===== config.mk =====
export PLATFORM = sky130hd
export DESIGN_NAME = lipo_battery_gauge
export DESIGN_NICKNAME = d
export VERILOG_FILES = /design/src/rtl/core/lbg_pkg.sv /design/src/rtl/core/lbg_front.sv /design/src/rtl/core/lbg_queue.sv /design/src/rtl/core/lbg_divider.sv /design/src/rtl/core/lbg_back.sv /design/src/rtl/core/lipo_battery_gauge.sv
export SDC_FILE = /design/constraint.sdc
export NUM_CORES = 2
export LEC_CHECK = 0
export ABC_AREA = 1
export BUFFER_PORTS_ARGS = -buffer_cell sky130_fd_sc_hd__clkbuf_2
export CAP_MARGIN = 20
export CORE_MARGIN = 3
export CORE_UTILIZATION = 40
export CTS_CLUSTER_SIZE = 16
export DETAILED_ROUTE_END_ITERATION = 10
export SLEW_MARGIN = 15
export SYNTH_ARGS = -nofsm -noshare
export SYNTH_HDL_FRONTEND = slang
export SYNTH_SLANG_ARGS = --single-unit

===== constraint.sdc =====
create_clock -name clk -period 7.6 [get_ports clk]
set_clock_uncertainty 0.1 [all_clocks]
set_input_delay 2.28 -clock clk [delete_from_list [all_inputs] [get_ports clk]]
set_output_delay 2.28 -clock clk [all_outputs]
set_load 0.02 [all_outputs]

===== src/rtl/core/lbg_pkg.sv =====
// Shared types, constants and the discharge curve of the battery gauge.
`default_nettype none

package lbg_pkg;

  // Field widths of the converter sample and the results.
  localparam int ADC_BITS = 12;
  localparam int MV_W     = 16;
  localparam int PCT_W    = 7;
  localparam int CNT_W    = 8;
  localparam int SUM_W    = ADC_BITS + CNT_W;
  localparam int EMA_W    = 32;
  localparam int REG_W    = 16;
  localparam int REG_IDX_W = 2;

  // Conversion constants.
  localparam logic [ADC_BITS-1:0] ADC_FULL    = ADC_BITS'((1 << ADC_BITS) - 1);
  localparam logic [11:0]         PIN_FULL_MV = 12'd3300;
  localparam logic [EMA_W:0]      ROUND_HALF  = 33'h0_0000_8000;
  localparam logic [PCT_W-1:0]    PCT_FULL    = 7'd100;
  localparam logic [MV_W-1:0]     MV_MAX      = 16'hFFFF;

  // Shared divider sizes.
  localparam int DIV_NUM_W = 24;
  localparam int DIV_DEN_W = 16;
  localparam int DIV_STEPS = DIV_NUM_W;
  localparam int DIV_CNT_W = $clog2(DIV_STEPS);

  // Configuration register indexes.
  localparam logic [REG_IDX_W-1:0] REG_OVERSAMPLE = 2'd0;
  localparam logic [REG_IDX_W-1:0] REG_DIV_GAIN   = 2'd1;
  localparam logic [REG_IDX_W-1:0] REG_CAL_TRIM   = 2'd2;
  localparam logic [REG_IDX_W-1:0] REG_EMA_ALPHA  = 2'd3;

  // Reset values of the configuration registers.
  localparam logic [CNT_W-1:0] OVERSAMPLE_RST = 8'd16;
  localparam logic [REG_W-1:0] DIV_GAIN_RST   = 16'd16384;
  localparam logic [REG_W-1:0] CAL_TRIM_RST   = 16'd32768;
  localparam logic [REG_W-1:0] EMA_ALPHA_RST  = 16'd6554;

  // Li-Po discharge curve, from full charge down to empty.
  localparam int CURVE_POINTS = 21;
  localparam int CURVE_IDX_W  = $clog2(CURVE_POINTS);
  localparam logic [MV_W-1:0] CURVE_MV [CURVE_POINTS] = '{
    16'd4200, 16'd4150, 16'd4110, 16'd4080, 16'd4020, 16'd3980, 16'd3950,
    16'd3910, 16'd3870, 16'd3850, 16'd3840, 16'd3820, 16'd3800, 16'd3790,
    16'd3770, 16'd3750, 16'd3730, 16'd3710, 16'd3690, 16'd3610, 16'd3270
  };
  localparam logic [PCT_W-1:0] CURVE_PCT [CURVE_POINTS] = '{
    7'd100, 7'd95, 7'd90, 7'd85, 7'd80, 7'd75, 7'd70,
    7'd65,  7'd60, 7'd55, 7'd50, 7'd45, 7'd40, 7'd35,
    7'd30,  7'd25, 7'd20, 7'd15, 7'd10, 7'd5,  7'd0
  };

  // Input and result items.
  typedef struct packed {
    logic [ADC_BITS-1:0] raw_sample;
    logic                sample_valid;
    logic                seed;
  } lbg_in_t;

  typedef struct packed {
    logic [MV_W-1:0]  battery_mv;
    logic [PCT_W-1:0] battery_percent;
  } lbg_out_t;

  // Configuration seen by the datapath.
  typedef struct packed {
    logic [CNT_W-1:0] oversample_count;
    logic [REG_W-1:0] divider_gain;
    logic [REG_W-1:0] cal_trim;
    logic [REG_W-1:0] ema_alpha;
  } lbg_cfg_t;

  // One finished group handed from the front to the back.
  typedef struct packed {
    logic [SUM_W-1:0] sum;
    logic [CNT_W-1:0] good;
    logic             seed;
  } lbg_job_t;

  // Shared divider request and response.
  typedef struct packed {
    logic                 start;
    logic [DIV_NUM_W-1:0] dividend;
    logic [DIV_DEN_W-1:0] divisor;
  } lbg_div_req_t;

  typedef struct packed {
    logic                 done;
    logic [DIV_NUM_W-1:0] quotient;
  } lbg_div_rsp_t;

  // Back-end sequencer states.
  typedef enum logic [4:0] {
    ST_IDLE,
    ST_AVG_GO,
    ST_AVG_WAIT,
    ST_MUL_PIN,
    ST_PIN_DIV,
    ST_MUL_GAIN,
    ST_MUL_TRIM,
    ST_EMA_DIFF,
    ST_EMA_MUL,
    ST_EMA_UPD,
    ST_ROUND,
    ST_SCAN,
    ST_SEG_MUL,
    ST_SOC_GO,
    ST_SOC_WAIT,
    ST_EMIT
  } lbg_state_t;

endpackage

`default_nettype wire


===== src/rtl/core/lbg_front.sv =====
// Front end: accumulates samples into groups and queues each finished group.
`default_nettype none

module lbg_front (
  input  wire logic                        clk,
  input  wire logic                        rst,
  input  wire logic                        in_valid,
  output      logic                        in_ready,
  input  wire lbg_pkg::lbg_in_t            in_item,
  input  wire logic [lbg_pkg::CNT_W-1:0]   oversample_count,
  input  wire logic                        q_full,
  output      logic                        q_push,
  output      lbg_pkg::lbg_job_t           q_data
);

  logic [lbg_pkg::SUM_W-1:0] sample_sum;
  logic [lbg_pkg::CNT_W-1:0] good_count;
  logic [lbg_pkg::CNT_W-1:0] group_count;

  logic [lbg_pkg::SUM_W-1:0] sample_sum_next;
  logic [lbg_pkg::CNT_W-1:0] good_count_next;
  logic [lbg_pkg::CNT_W:0]   group_count_next;
  logic [lbg_pkg::CNT_W:0]   group_size;
  logic                      accept;
  logic                      group_end;

  // Samples are taken whenever the queue has room for a finished group.
  assign in_ready = !q_full;
  assign accept   = in_valid && in_ready;

  // A group size of zero behaves as one.
  assign group_size = (oversample_count == '0) ? (lbg_pkg::CNT_W+1)'(1)
                                               : {1'b0, oversample_count};

  // Running sums including the item being accepted.
  always_comb begin
    sample_sum_next  = sample_sum;
    good_count_next  = good_count;
    if (in_item.sample_valid) begin
      sample_sum_next = sample_sum + lbg_pkg::SUM_W'(in_item.raw_sample);
      good_count_next = good_count + 1'b1;
    end
    group_count_next = {1'b0, group_count} + 1'b1;
  end

  assign group_end = group_count_next >= group_size;

  // Hand the finished group to the back end.
  assign q_push      = accept && group_end;
  assign q_data.sum  = sample_sum_next;
  assign q_data.good = good_count_next;
  assign q_data.seed = in_item.seed;

  // Group accumulators.
  always_ff @(posedge clk) begin
    if (rst) begin
      sample_sum  <= '0;
      good_count  <= '0;
      group_count <= '0;
    end else if (accept) begin
      if (group_end) begin
        sample_sum  <= '0;
        good_count  <= '0;
        group_count <= '0;
      end else begin
        sample_sum  <= sample_sum_next;
        good_count  <= good_count_next;
        group_count <= group_count_next[lbg_pkg::CNT_W-1:0];
      end
    end
  end

endmodule

`default_nettype wire


===== src/rtl/core/lbg_queue.sv =====
// Short first-in first-out queue of finished groups between front and back.
`default_nettype none

module lbg_queue #(
  parameter int DEPTH = 2
) (
  input  wire logic              clk,
  input  wire logic              rst,
  input  wire logic              push,
  input  wire lbg_pkg::lbg_job_t push_data,
  input  wire logic              pop,
  output      lbg_pkg::lbg_job_t pop_data,
  output      logic              full,
  output      logic              empty
);

  localparam int PTR_W = (DEPTH > 1) ? $clog2(DEPTH) : 1;
  localparam int CNT_W = $clog2(DEPTH + 1);

  lbg_pkg::lbg_job_t entries [DEPTH];
  logic [PTR_W-1:0]  wr_ptr;
  logic [PTR_W-1:0]  rd_ptr;
  logic [CNT_W-1:0]  count;

  assign full     = count == CNT_W'(DEPTH);
  assign empty    = count == '0;
  assign pop_data = entries[rd_ptr];

  // Entry storage.
  always_ff @(posedge clk) begin
    if (push && !full) begin
      entries[wr_ptr] <= push_data;
    end
  end

  // Pointers and fill level.
  always_ff @(posedge clk) begin
    if (rst) begin
      wr_ptr <= '0;
      rd_ptr <= '0;
      count  <= '0;
    end else begin
      if (push && !full) begin
        wr_ptr <= (wr_ptr == PTR_W'(DEPTH - 1)) ? '0 : wr_ptr + 1'b1;
      end
      if (pop && !empty) begin
        rd_ptr <= (rd_ptr == PTR_W'(DEPTH - 1)) ? '0 : rd_ptr + 1'b1;
      end
      if ((push && !full) && !(pop && !empty)) begin
        count <= count + 1'b1;
      end else if (!(push && !full) && (pop && !empty)) begin
        count <= count - 1'b1;
      end
    end
  end

endmodule

`default_nettype wire


===== src/rtl/core/lbg_divider.sv =====
// Shared restoring divider that yields one quotient bit per cycle.
`default_nettype none

module lbg_divider (
  input  wire logic                  clk,
  input  wire logic                  rst,
  input  wire lbg_pkg::lbg_div_req_t req,
  output      lbg_pkg::lbg_div_rsp_t rsp
);

  logic                                busy;
  logic                                done;
  logic [lbg_pkg::DIV_CNT_W-1:0]       step;
  logic [lbg_pkg::DIV_DEN_W-1:0]       divisor;
  logic [lbg_pkg::DIV_DEN_W-1:0]       rem;
  logic [lbg_pkg::DIV_NUM_W-1:0]       quo;
  logic [lbg_pkg::DIV_DEN_W:0]         trial;
  logic [lbg_pkg::DIV_DEN_W:0]         trial_sub;
  logic                                fits;

  // One restoring step: shift in the next dividend bit and try to subtract.
  assign trial     = {rem, quo[lbg_pkg::DIV_NUM_W-1]};
  assign trial_sub = trial - {1'b0, divisor};
  assign fits      = trial >= {1'b0, divisor};

  assign rsp.done     = done;
  assign rsp.quotient = quo;

  // Control: the step counter runs while busy and marks completion.
  always_ff @(posedge clk) begin
    if (rst) begin
      busy <= 1'b0;
      done <= 1'b0;
      step <= '0;
    end else begin
      done <= 1'b0;
      if (req.start) begin
        busy <= 1'b1;
        step <= '0;
      end else if (busy) begin
        step <= step + 1'b1;
        if (step == lbg_pkg::DIV_CNT_W'(lbg_pkg::DIV_STEPS - 1)) begin
          busy <= 1'b0;
          done <= 1'b1;
        end
      end
    end
  end

  // Datapath: the quotient register starts as the dividend and fills with result bits.
  always_ff @(posedge clk) begin
    if (req.start) begin
      divisor <= req.divisor;
      rem     <= '0;
      quo     <= req.dividend;
    end else if (busy) begin
      rem <= fits ? trial_sub[lbg_pkg::DIV_DEN_W-1:0] : trial[lbg_pkg::DIV_DEN_W-1:0];
      quo <= {quo[lbg_pkg::DIV_NUM_W-2:0], fits};
    end
  end

endmodule

`default_nettype wire


===== src/rtl/core/lbg_back.sv =====
// Back end: averages, scales and smooths a group, then looks up the charge.
`default_nettype none

module lbg_back (
  input  wire logic                  clk,
  input  wire logic                  rst,
  input  wire lbg_pkg::lbg_cfg_t     cfg,
  input  wire logic                  q_empty,
  input  wire lbg_pkg::lbg_job_t     q_data,
  output      logic                  q_pop,
  output      lbg_pkg::lbg_div_req_t div_req,
  input  wire lbg_pkg::lbg_div_rsp_t div_rsp,
  output      logic                  out_valid,
  input  wire logic                  out_ready,
  output      lbg_pkg::lbg_out_t     out_item
);

  lbg_pkg::lbg_state_t state;
  lbg_pkg::lbg_state_t state_next;

  // Job and arithmetic registers.
  lbg_pkg::lbg_job_t                  job;
  logic [lbg_pkg::ADC_BITS-1:0]       avg;
  logic [lbg_pkg::DIV_NUM_W-1:0]      pin_prod;
  logic [lbg_pkg::ADC_BITS-1:0]       pin;
  logic [27:0]                        gain_prod;
  logic [43:0]                        trim_prod;
  logic [lbg_pkg::EMA_W-1:0]          smoothed_mv;
  logic [lbg_pkg::EMA_W-1:0]          ema_diff;
  logic                               ema_up;
  logic [47:0]                        ema_prod;
  logic [lbg_pkg::MV_W-1:0]           mv;
  logic [lbg_pkg::PCT_W-1:0]          pct;
  logic [lbg_pkg::CURVE_IDX_W-1:0]    idx;
  logic [lbg_pkg::MV_W-1:0]           seg_lm;
  logic [lbg_pkg::MV_W-1:0]           seg_dm;
  logic [lbg_pkg::PCT_W-1:0]          seg_lp;
  logic [lbg_pkg::PCT_W-1:0]          seg_dp;
  logic [lbg_pkg::DIV_NUM_W-1:0]      seg_num;

  // Combinational helpers.
  logic [lbg_pkg::ADC_BITS-1:0]       pin_est;
  logic [lbg_pkg::ADC_BITS:0]         pin_rem;
  logic [lbg_pkg::EMA_W-1:0]          reading;
  logic [lbg_pkg::EMA_W:0]            mv_round;
  logic [lbg_pkg::CURVE_IDX_W-1:0]    idx_prev;
  logic [lbg_pkg::MV_W-1:0]           cur_mv;
  logic [lbg_pkg::MV_W-1:0]           prev_mv;
  logic [lbg_pkg::PCT_W-1:0]          cur_pct;
  logic [lbg_pkg::PCT_W-1:0]          prev_pct;
  logic                               seg_hit;
  logic                               seg_bad;
  logic                               scan_last;
  logic [lbg_pkg::DIV_NUM_W:0]        soc_sum;
  logic                               seed_load;
  logic                               out_load;

  // Division by the full-scale code: the shifted estimate is at most one short,
  // and the remainder left by the estimate decides the correction.
  assign pin_est   = pin_prod[lbg_pkg::DIV_NUM_W-1:lbg_pkg::ADC_BITS];
  assign pin_rem   = {1'b0, pin_prod[lbg_pkg::ADC_BITS-1:0]} + {1'b0, pin_est};

  assign reading   = trim_prod[43:12];
  assign mv_round  = {1'b0, smoothed_mv} + lbg_pkg::ROUND_HALF;
  assign idx_prev  = idx - 1'b1;
  assign cur_mv    = lbg_pkg::CURVE_MV[idx];
  assign prev_mv   = lbg_pkg::CURVE_MV[idx_prev];
  assign cur_pct   = lbg_pkg::CURVE_PCT[idx];
  assign prev_pct  = lbg_pkg::CURVE_PCT[idx_prev];
  assign seg_hit   = mv >= cur_mv;
  assign seg_bad   = (prev_mv <= cur_mv) || (prev_pct < cur_pct);
  assign scan_last = idx == lbg_pkg::CURVE_IDX_W'(lbg_pkg::CURVE_POINTS - 1);
  assign soc_sum   = {1'b0, div_rsp.quotient} + (lbg_pkg::DIV_NUM_W+1)'(seg_lp);
  assign seed_load = job.seed || (smoothed_mv == '0);

  // Next-state logic of the sequencer.
  always_comb begin
    state_next = state;
    case (state)
      lbg_pkg::ST_IDLE: begin
        if (!q_empty) state_next = lbg_pkg::ST_AVG_GO;
      end
      lbg_pkg::ST_AVG_GO: begin
        state_next = (job.good == '0) ? lbg_pkg::ST_MUL_PIN : lbg_pkg::ST_AVG_WAIT;
      end
      lbg_pkg::ST_AVG_WAIT: begin
        if (div_rsp.done) state_next = lbg_pkg::ST_MUL_PIN;
      end
      lbg_pkg::ST_MUL_PIN:  state_next = lbg_pkg::ST_PIN_DIV;
      lbg_pkg::ST_PIN_DIV:  state_next = lbg_pkg::ST_MUL_GAIN;
      lbg_pkg::ST_MUL_GAIN: state_next = lbg_pkg::ST_MUL_TRIM;
      lbg_pkg::ST_MUL_TRIM: state_next = lbg_pkg::ST_EMA_DIFF;
      lbg_pkg::ST_EMA_DIFF: begin
        state_next = seed_load ? lbg_pkg::ST_ROUND : lbg_pkg::ST_EMA_MUL;
      end
      lbg_pkg::ST_EMA_MUL:  state_next = lbg_pkg::ST_EMA_UPD;
      lbg_pkg::ST_EMA_UPD:  state_next = lbg_pkg::ST_ROUND;
      lbg_pkg::ST_ROUND: begin
        state_next = lbg_pkg::ST_SCAN;
      end
      lbg_pkg::ST_SCAN: begin
        if (mv >= lbg_pkg::CURVE_MV[0] ||
            mv <= lbg_pkg::CURVE_MV[lbg_pkg::CURVE_POINTS-1]) begin
          state_next = lbg_pkg::ST_EMIT;
        end else if (seg_hit) begin
          state_next = seg_bad ? lbg_pkg::ST_EMIT : lbg_pkg::ST_SEG_MUL;
        end else if (scan_last) begin
          state_next = lbg_pkg::ST_EMIT;
        end
      end
      lbg_pkg::ST_SEG_MUL:  state_next = lbg_pkg::ST_SOC_GO;
      lbg_pkg::ST_SOC_GO:   state_next = lbg_pkg::ST_SOC_WAIT;
      lbg_pkg::ST_SOC_WAIT: begin
        if (div_rsp.done) state_next = lbg_pkg::ST_EMIT;
      end
      lbg_pkg::ST_EMIT: begin
        if (!out_valid || out_ready) state_next = lbg_pkg::ST_IDLE;
      end
      default: state_next = lbg_pkg::ST_IDLE;
    endcase
  end

  // Control outputs of the sequencer.
  always_comb begin
    q_pop            = 1'b0;
    out_load         = 1'b0;
    div_req.start    = 1'b0;
    div_req.dividend = '0;
    div_req.divisor  = '0;
    case (state)
      lbg_pkg::ST_IDLE: begin
        q_pop = !q_empty;
      end
      lbg_pkg::ST_AVG_GO: begin
        div_req.start    = job.good != '0;
        div_req.dividend = lbg_pkg::DIV_NUM_W'(job.sum);
        div_req.divisor  = lbg_pkg::DIV_DEN_W'(job.good);
      end
      lbg_pkg::ST_SOC_GO: begin
        div_req.start    = 1'b1;
        div_req.dividend = seg_num;
        div_req.divisor  = seg_dm;
      end
      lbg_pkg::ST_EMIT: begin
        out_load = !out_valid || out_ready;
      end
      default: begin
        q_pop = 1'b0;
      end
    endcase
  end

  // Sequencer state and the smoothed average, which persists across groups.
  always_ff @(posedge clk) begin
    if (rst) begin
      state       <= lbg_pkg::ST_IDLE;
      smoothed_mv <= '0;
    end else begin
      state <= state_next;
      if (state == lbg_pkg::ST_EMA_DIFF && seed_load) begin
        smoothed_mv <= reading;
      end else if (state == lbg_pkg::ST_EMA_UPD) begin
        smoothed_mv <= ema_up ? smoothed_mv + ema_prod[47:16]
                              : smoothed_mv - ema_prod[47:16];
      end
    end
  end

  // Arithmetic steps, one register stage per state.
  always_ff @(posedge clk) begin
    case (state)
      lbg_pkg::ST_IDLE: begin
        if (!q_empty) job <= q_data;
      end
      lbg_pkg::ST_AVG_GO: begin
        if (job.good == '0) avg <= '0;
      end
      lbg_pkg::ST_AVG_WAIT: begin
        if (div_rsp.done) avg <= div_rsp.quotient[lbg_pkg::ADC_BITS-1:0];
      end
      lbg_pkg::ST_MUL_PIN: begin
        pin_prod <= lbg_pkg::DIV_NUM_W'(avg) * lbg_pkg::DIV_NUM_W'(lbg_pkg::PIN_FULL_MV);
      end
      lbg_pkg::ST_PIN_DIV: begin
        pin <= (pin_rem >= {1'b0, lbg_pkg::ADC_FULL}) ? pin_est + 1'b1 : pin_est;
      end
      lbg_pkg::ST_MUL_GAIN: begin
        gain_prod <= 28'(pin) * 28'(cfg.divider_gain);
      end
      lbg_pkg::ST_MUL_TRIM: begin
        trim_prod <= 44'(gain_prod) * 44'(cfg.cal_trim);
      end
      lbg_pkg::ST_EMA_DIFF: begin
        ema_up   <= reading >= smoothed_mv;
        ema_diff <= (reading >= smoothed_mv) ? reading - smoothed_mv
                                             : smoothed_mv - reading;
      end
      lbg_pkg::ST_EMA_MUL: begin
        ema_prod <= 48'(ema_diff) * 48'(cfg.ema_alpha);
      end
      lbg_pkg::ST_ROUND: begin
        mv  <= mv_round[lbg_pkg::EMA_W] ? lbg_pkg::MV_MAX
                                        : mv_round[lbg_pkg::EMA_W-1:16];
        idx <= lbg_pkg::CURVE_IDX_W'(1);
        pct <= '0;
      end
      lbg_pkg::ST_SCAN: begin
        if (mv >= lbg_pkg::CURVE_MV[0]) begin
          pct <= lbg_pkg::PCT_FULL;
        end else if (mv <= lbg_pkg::CURVE_MV[lbg_pkg::CURVE_POINTS-1]) begin
          pct <= '0;
        end else if (seg_hit) begin
          pct    <= cur_pct;
          seg_lm <= cur_mv;
          seg_dm <= prev_mv - cur_mv;
          seg_lp <= cur_pct;
          seg_dp <= prev_pct - cur_pct;
        end else if (scan_last) begin
          pct <= '0;
        end else begin
          idx <= idx + 1'b1;
        end
      end
      lbg_pkg::ST_SEG_MUL: begin
        seg_num <= lbg_pkg::DIV_NUM_W'(mv - seg_lm) * lbg_pkg::DIV_NUM_W'(seg_dp);
      end
      lbg_pkg::ST_SOC_WAIT: begin
        if (div_rsp.done) begin
          pct <= (soc_sum > (lbg_pkg::DIV_NUM_W+1)'(lbg_pkg::PCT_FULL))
                 ? lbg_pkg::PCT_FULL : soc_sum[lbg_pkg::PCT_W-1:0];
        end
      end
      default: begin
        job <= job;
      end
    endcase
  end

  // Output register: holds a result until it is taken.
  always_ff @(posedge clk) begin
    if (rst) begin
      out_valid <= 1'b0;
    end else if (out_load) begin
      out_valid <= 1'b1;
    end else if (out_ready) begin
      out_valid <= 1'b0;
    end
  end

  always_ff @(posedge clk) begin
    if (out_load) begin
      out_item.battery_mv      <= mv;
      out_item.battery_percent <= pct;
    end
  end

endmodule

`default_nettype wire


===== src/rtl/core/lipo_battery_gauge.sv =====
// Li-Po battery gauge top level: configuration registers, front, queue, back and divider.
//
// The gauge takes one raw converter sample per cycle and averages the valid ones over
// groups of oversample_count samples. Each finished group goes through a short queue
// to a sequential back end, which converts the average to millivolts, applies the
// divider gain and calibration trim, smooths it with an exponential moving average
// and reports the rounded battery voltage with a state of charge from a 21-point
// discharge curve. The front accepts one sample per cycle as long as the queue has
// room; the back end takes one group at a time. Its longest steps are the shared
// one-bit-per-cycle divider, used for the average and for the curve interpolation,
// and the one-point-per-cycle scan of the curve; a group with no valid sample skips
// the average division, and a reading that clamps at either end of the curve skips
// the interpolation. A finished result waits in the output register while the back
// end starts on the next group.
`default_nettype none

module lipo_battery_gauge #(
  parameter int QUEUE_DEPTH = 2
) (
  input  wire logic                            clk,
  input  wire logic                            rst,
  input  wire logic                            in_valid,
  output      logic                            in_ready,
  input  wire lbg_pkg::lbg_in_t                in_item,
  output      logic                            out_valid,
  input  wire logic                            out_ready,
  output      lbg_pkg::lbg_out_t               out_item,
  input  wire logic                            cfg_write,
  input  wire logic [lbg_pkg::REG_IDX_W-1:0]   cfg_index,
  input  wire logic [lbg_pkg::REG_W-1:0]       cfg_data
);

  lbg_pkg::lbg_cfg_t     cfg;
  lbg_pkg::lbg_job_t     push_data;
  lbg_pkg::lbg_job_t     pop_data;
  lbg_pkg::lbg_div_req_t div_req;
  lbg_pkg::lbg_div_rsp_t div_rsp;
  logic                  q_push;
  logic                  q_pop;
  logic                  q_full;
  logic                  q_empty;

  // Configuration registers.
  always_ff @(posedge clk) begin
    if (rst) begin
      cfg.oversample_count <= lbg_pkg::OVERSAMPLE_RST;
      cfg.divider_gain     <= lbg_pkg::DIV_GAIN_RST;
      cfg.cal_trim         <= lbg_pkg::CAL_TRIM_RST;
      cfg.ema_alpha        <= lbg_pkg::EMA_ALPHA_RST;
    end else if (cfg_write) begin
      case (cfg_index)
        lbg_pkg::REG_OVERSAMPLE: cfg.oversample_count <= cfg_data[lbg_pkg::CNT_W-1:0];
        lbg_pkg::REG_DIV_GAIN:   cfg.divider_gain     <= cfg_data;
        lbg_pkg::REG_CAL_TRIM:   cfg.cal_trim         <= cfg_data;
        lbg_pkg::REG_EMA_ALPHA:  cfg.ema_alpha        <= cfg_data;
        default: cfg <= cfg;
      endcase
    end
  end

  // Sample accumulation.
  lbg_front u_front (
    .clk              (clk),
    .rst              (rst),
    .in_valid         (in_valid),
    .in_ready         (in_ready),
    .in_item          (in_item),
    .oversample_count (cfg.oversample_count),
    .q_full           (q_full),
    .q_push           (q_push),
    .q_data           (push_data)
  );

  // Queue of finished groups.
  lbg_queue #(
    .DEPTH (QUEUE_DEPTH)
  ) u_queue (
    .clk       (clk),
    .rst       (rst),
    .push      (q_push),
    .push_data (push_data),
    .pop       (q_pop),
    .pop_data  (pop_data),
    .full      (q_full),
    .empty     (q_empty)
  );

  // Group processing.
  lbg_back u_back (
    .clk       (clk),
    .rst       (rst),
    .cfg       (cfg),
    .q_empty   (q_empty),
    .q_data    (pop_data),
    .q_pop     (q_pop),
    .div_req   (div_req),
    .div_rsp   (div_rsp),
    .out_valid (out_valid),
    .out_ready (out_ready),
    .out_item  (out_item)
  );

  // Shared divider.
  lbg_divider u_divider (
    .clk (clk),
    .rst (rst),
    .req (div_req),
    .rsp (div_rsp)
  );

endmodule

`default_nettype wire

==> results.toml <==
[timing]
achievable-frequency_mhz = 147
grt_setup_unrepaired = "false"
setup_tns_ns = 0
min_period_ns = 6.79
timing.final.crit_share_pct = 89.3
slew_headroom_pct = 27.6
worst_hold_slack_ns = 0.365
tightestPinTransition_ns = 1.08
timing.final.max_slew_violations = 0
setup-violations-final = 0
finalHoldViolCount = 0

[worst_setup_path]
timing.critical_path.from_type = "flop"
critPathMaxStageDelay_ns = 0.96
critical_path.max_fanout = 17
setup.worst_path.class = "reg2reg"
cp_top_delay_family = "adder cells"
cp_slowest_cell = "dfxtp_1"
worst_path_most_repeated_cell = "fa_1"
startpoint = "cfg[27]$_SDFFE_PP0P_"
worst-path-buf-inv = 5
cp-end-kind = "flop"
critPathArrivalTime_ns = 7.15
worstPathCellList = "buf_4, nand2_1, fa_1, inv_1, fa_1, fa_1, fa_1, fa_1, inv_1, fa_1, inv_1, ha_1, nand2_1, nor2_1, inv_1, nor2_1, nand3_1, o21ai_1, nand2_1, nand2_1, xor2_1"
required_arrival_time_at_the_worst_endpoint_ns = 7.97
rr_startpoint = "cfg[27]$_SDFFE_PP0P_"

[place]
detailed_place_hpwl_um = 190000
place.gp.congestion = 0.969
numPlacedInstances = 12000
place.port_buffers = 61

[finish]
flow.area_growth_from_synthesis_pct = 6.82
final_cell_mix = "nand2_1, inv_1, fa_1, nor2_1, ha_1"
layout_commonest_cell = "nand2_1"
num-nets-final = 11200
fin_cells = 12100
fill_cells = 19300
ff_latch_area_um2 = 15500
multiInputGateArea_um2 = 51700
fin_util_pct = 43.1
layout-drive-gt1-share_pct = 3.80

[clocking]
cts_setup_buffers = 0
clkSlewWorstSetupHoldPaths_ns = 0.06
cts_max_path_buffers = 3
cts_repair_resize_count = 0
numClockSinks = 569
cts_inserted_buffers = 74
clock_insertion_delay_worst_skew_ns = 0.73
cts_htree_levels = 3
clk_tree_root_cell = "clkbuf_16"
tritoncts = "yes"
cts_hold_repair_buffers = 0

[floorplan]
die_w_um = 444
ioPinCount = 62
core_um2 = 191000
num_rows = 160
initial_utilization_pct = 40.3
dieHeight_um = 444
overall_die_area_um2 = 197000

[synthesis]
yosysSeqAreaShare_pct = 20.2
synth-compound-area-share_pct = 7.93
asyncSetResetFlopFracSynth_pct = 0
ys_seq_elements = 569
synth_cells = 9713
synth_adder_area_share_pct = 37.1
syn_area_um2 = 76800
syn-mean-instance-area_um2 = 7.91
synth_top_family_by_area = "adder cells"
synth_cell_types = 66
post_synth_and_or_nand_nor_area_fraction_pct = 18.5
number_of_enable_type_register_cells_in_the_synthesized_netlist = 413
synth-xor-area-share_pct = 3.66
yosys-top-cells-area = "fa_1, edfxtp_1, nand2_1"
synthesis_warnings = 0
ys.flop_type = "edfxtp_1"
postSynthNetCount = 11400
proportion_of_synthesized_area_in_mux_cells_pct = 0
synth.largest_area_cell = "fa_1"
synth_top_cell_area_share_pct = 27.3

[detailed_routing]
detailedRoute.firstPassIterationCount = 6
antenna_violating_nets_post_route = 0
totalWireLength_um = 234000
drc = 0
drtIter0Drc = 4487
routed_wire_length_per_instance_um = 19.3
detailroute.via_count = 62100
route.detailed.vias_per_inst = 5.12

[min_path]
hold_path.class = "reg2reg"
hp-start = "u_front.sample_sum[18]$_SDFFE_PP0P_"

[global_routing]
grt_pass1_vias = 63800
grt_pass1_wl_um = 368000
grt_antenna_before_repair = 2
grt_util_all_layers_pct = 24.0
grt_overflow_total = 0
grt_max_degree = 57

[status]
run_status = "completed"

[flow_run]
drv.max_cap_violation_count = 0

[pwr]
irDropWorstVdd_mv = 0.802
p_leak_nw = 41.5
power.density_nw_per_um2 = 282
synthesized netlist by cell type (all sizes together) (6+ instances only):
cell,number
nand2,2433
nor4,30
o21bai,33
clkbuf,327
nand3b,10
a22oi,6
buf,49
nor2,668
fa,1048
dfxtp,156
o22ai,12
a21o,35
a221oi,6
xor2,218
nand4,57
o211ai,60
a21oi,455
a21boi,10
ha,603
nor3,75
a211oi,12
o31ai,9
o21ai,360
or2,23
edfxtp,413
inv,2167
xnor2,101
a31oi,42
nand3,244
o21a,20
worst register-to-register path, stage by stage, from the launching register on:
cell and delay, ns:
dfxtp_1 0.96, buf_4 0.36, nand2_1 0.10, fa_1 0.53
inv_1 0.06, fa_1 0.55, fa_1 0.43, fa_1 0.46
fa_1 0.49, inv_1 0.05, fa_1 0.51, inv_1 0.06
ha_1 0.42, nand2_1 0.13, nor2_1 0.12, inv_1 0.08
nor2_1 0.16, nand3_1 0.10, o21ai_1 0.38, nand2_1 0.09
nand2_1 0.09, xor2_1 0.33
power breakdown:
group / internal, W / switching (W)
clock network: 0.00204 / 0.00163
registers: 0.00441 / 0.000362
logic: 0.00533 / 0.00933
kinds of logic after synthesis:
kind of cell,after synthesis
DFF,569
buffers and inverters,2546
adders and majority gates,1651
AOI/OAI and AO/OA,1079
and+or+nand+nor,3549
xor gates and xnor gates,319
sequential cells by signal (all words and copies together), names as in the netlist, 24 cells and up:
name                cells
u_back.job             29
u_queue.entries        58
u_back.smoothed_mv     32
u_divider.quo          24
u_back.gain_prod       28
u_back.ema_diff        32
cfg                    56
u_back.trim_prod       32
u_back.seg_num         24
u_back.ema_prod        32
worst paths after layout:
| path | depth (start not counted) | slack (ns) | to |
|---|---|---|---|
| worst min-delay path | 2 | 0.36 | u_front.sample_sum[18]$_SDFFE_PP0P_ |
| worst min register to register | 2 | 0.36 | u_front.sample_sum[18]$_SDFFE_PP0P_ |
| worst max-delay path | 21 | 0.81 | u_back.trim_prod[31]$_DFFE_PP_ |
| worst max register to register | 21 | 0.81 | u_back.trim_prod[31]$_DFFE_PP_ |
layer usage:
layer	track usage [%]	wire (µm)	vias to the layer above
met2	40.7	112000	1865
met5	0	17	-
met3	2.89	13200	367
li1	-	-	29300
met4	8.52	8690	2
met1	31.5	99800	30600
metrics by stage:
| step | worst slack (ns) | power, W | instance area, µm² |
|---|---|---|---|
| floorplan | 1.66 | 0.0153 | 76800 |
| global placement | 0.899 | 0.0194 | 79400 |
| detailed placement | 0.720 | 0.0193 | 79400 |
| CTS | 0.674 | 0.0233 | 82000 |
| global route | 0.427 | 0.0255 | 82000 |
| finish | 0.811 | 0.0231 | 82000 |
cell type report:
cell class,instances,area share [%]
inverters,2170,9.93
multi-input cells,6598,63.0
clock inverters,55,0.793
repair buffers,146,1.22
clock buffers,83,2.31
diodes,2,0.00610
flip-flops and latches,569,18.9
well taps,2511,3.83
No activity file was read; power rests on OpenSTA's default activity.
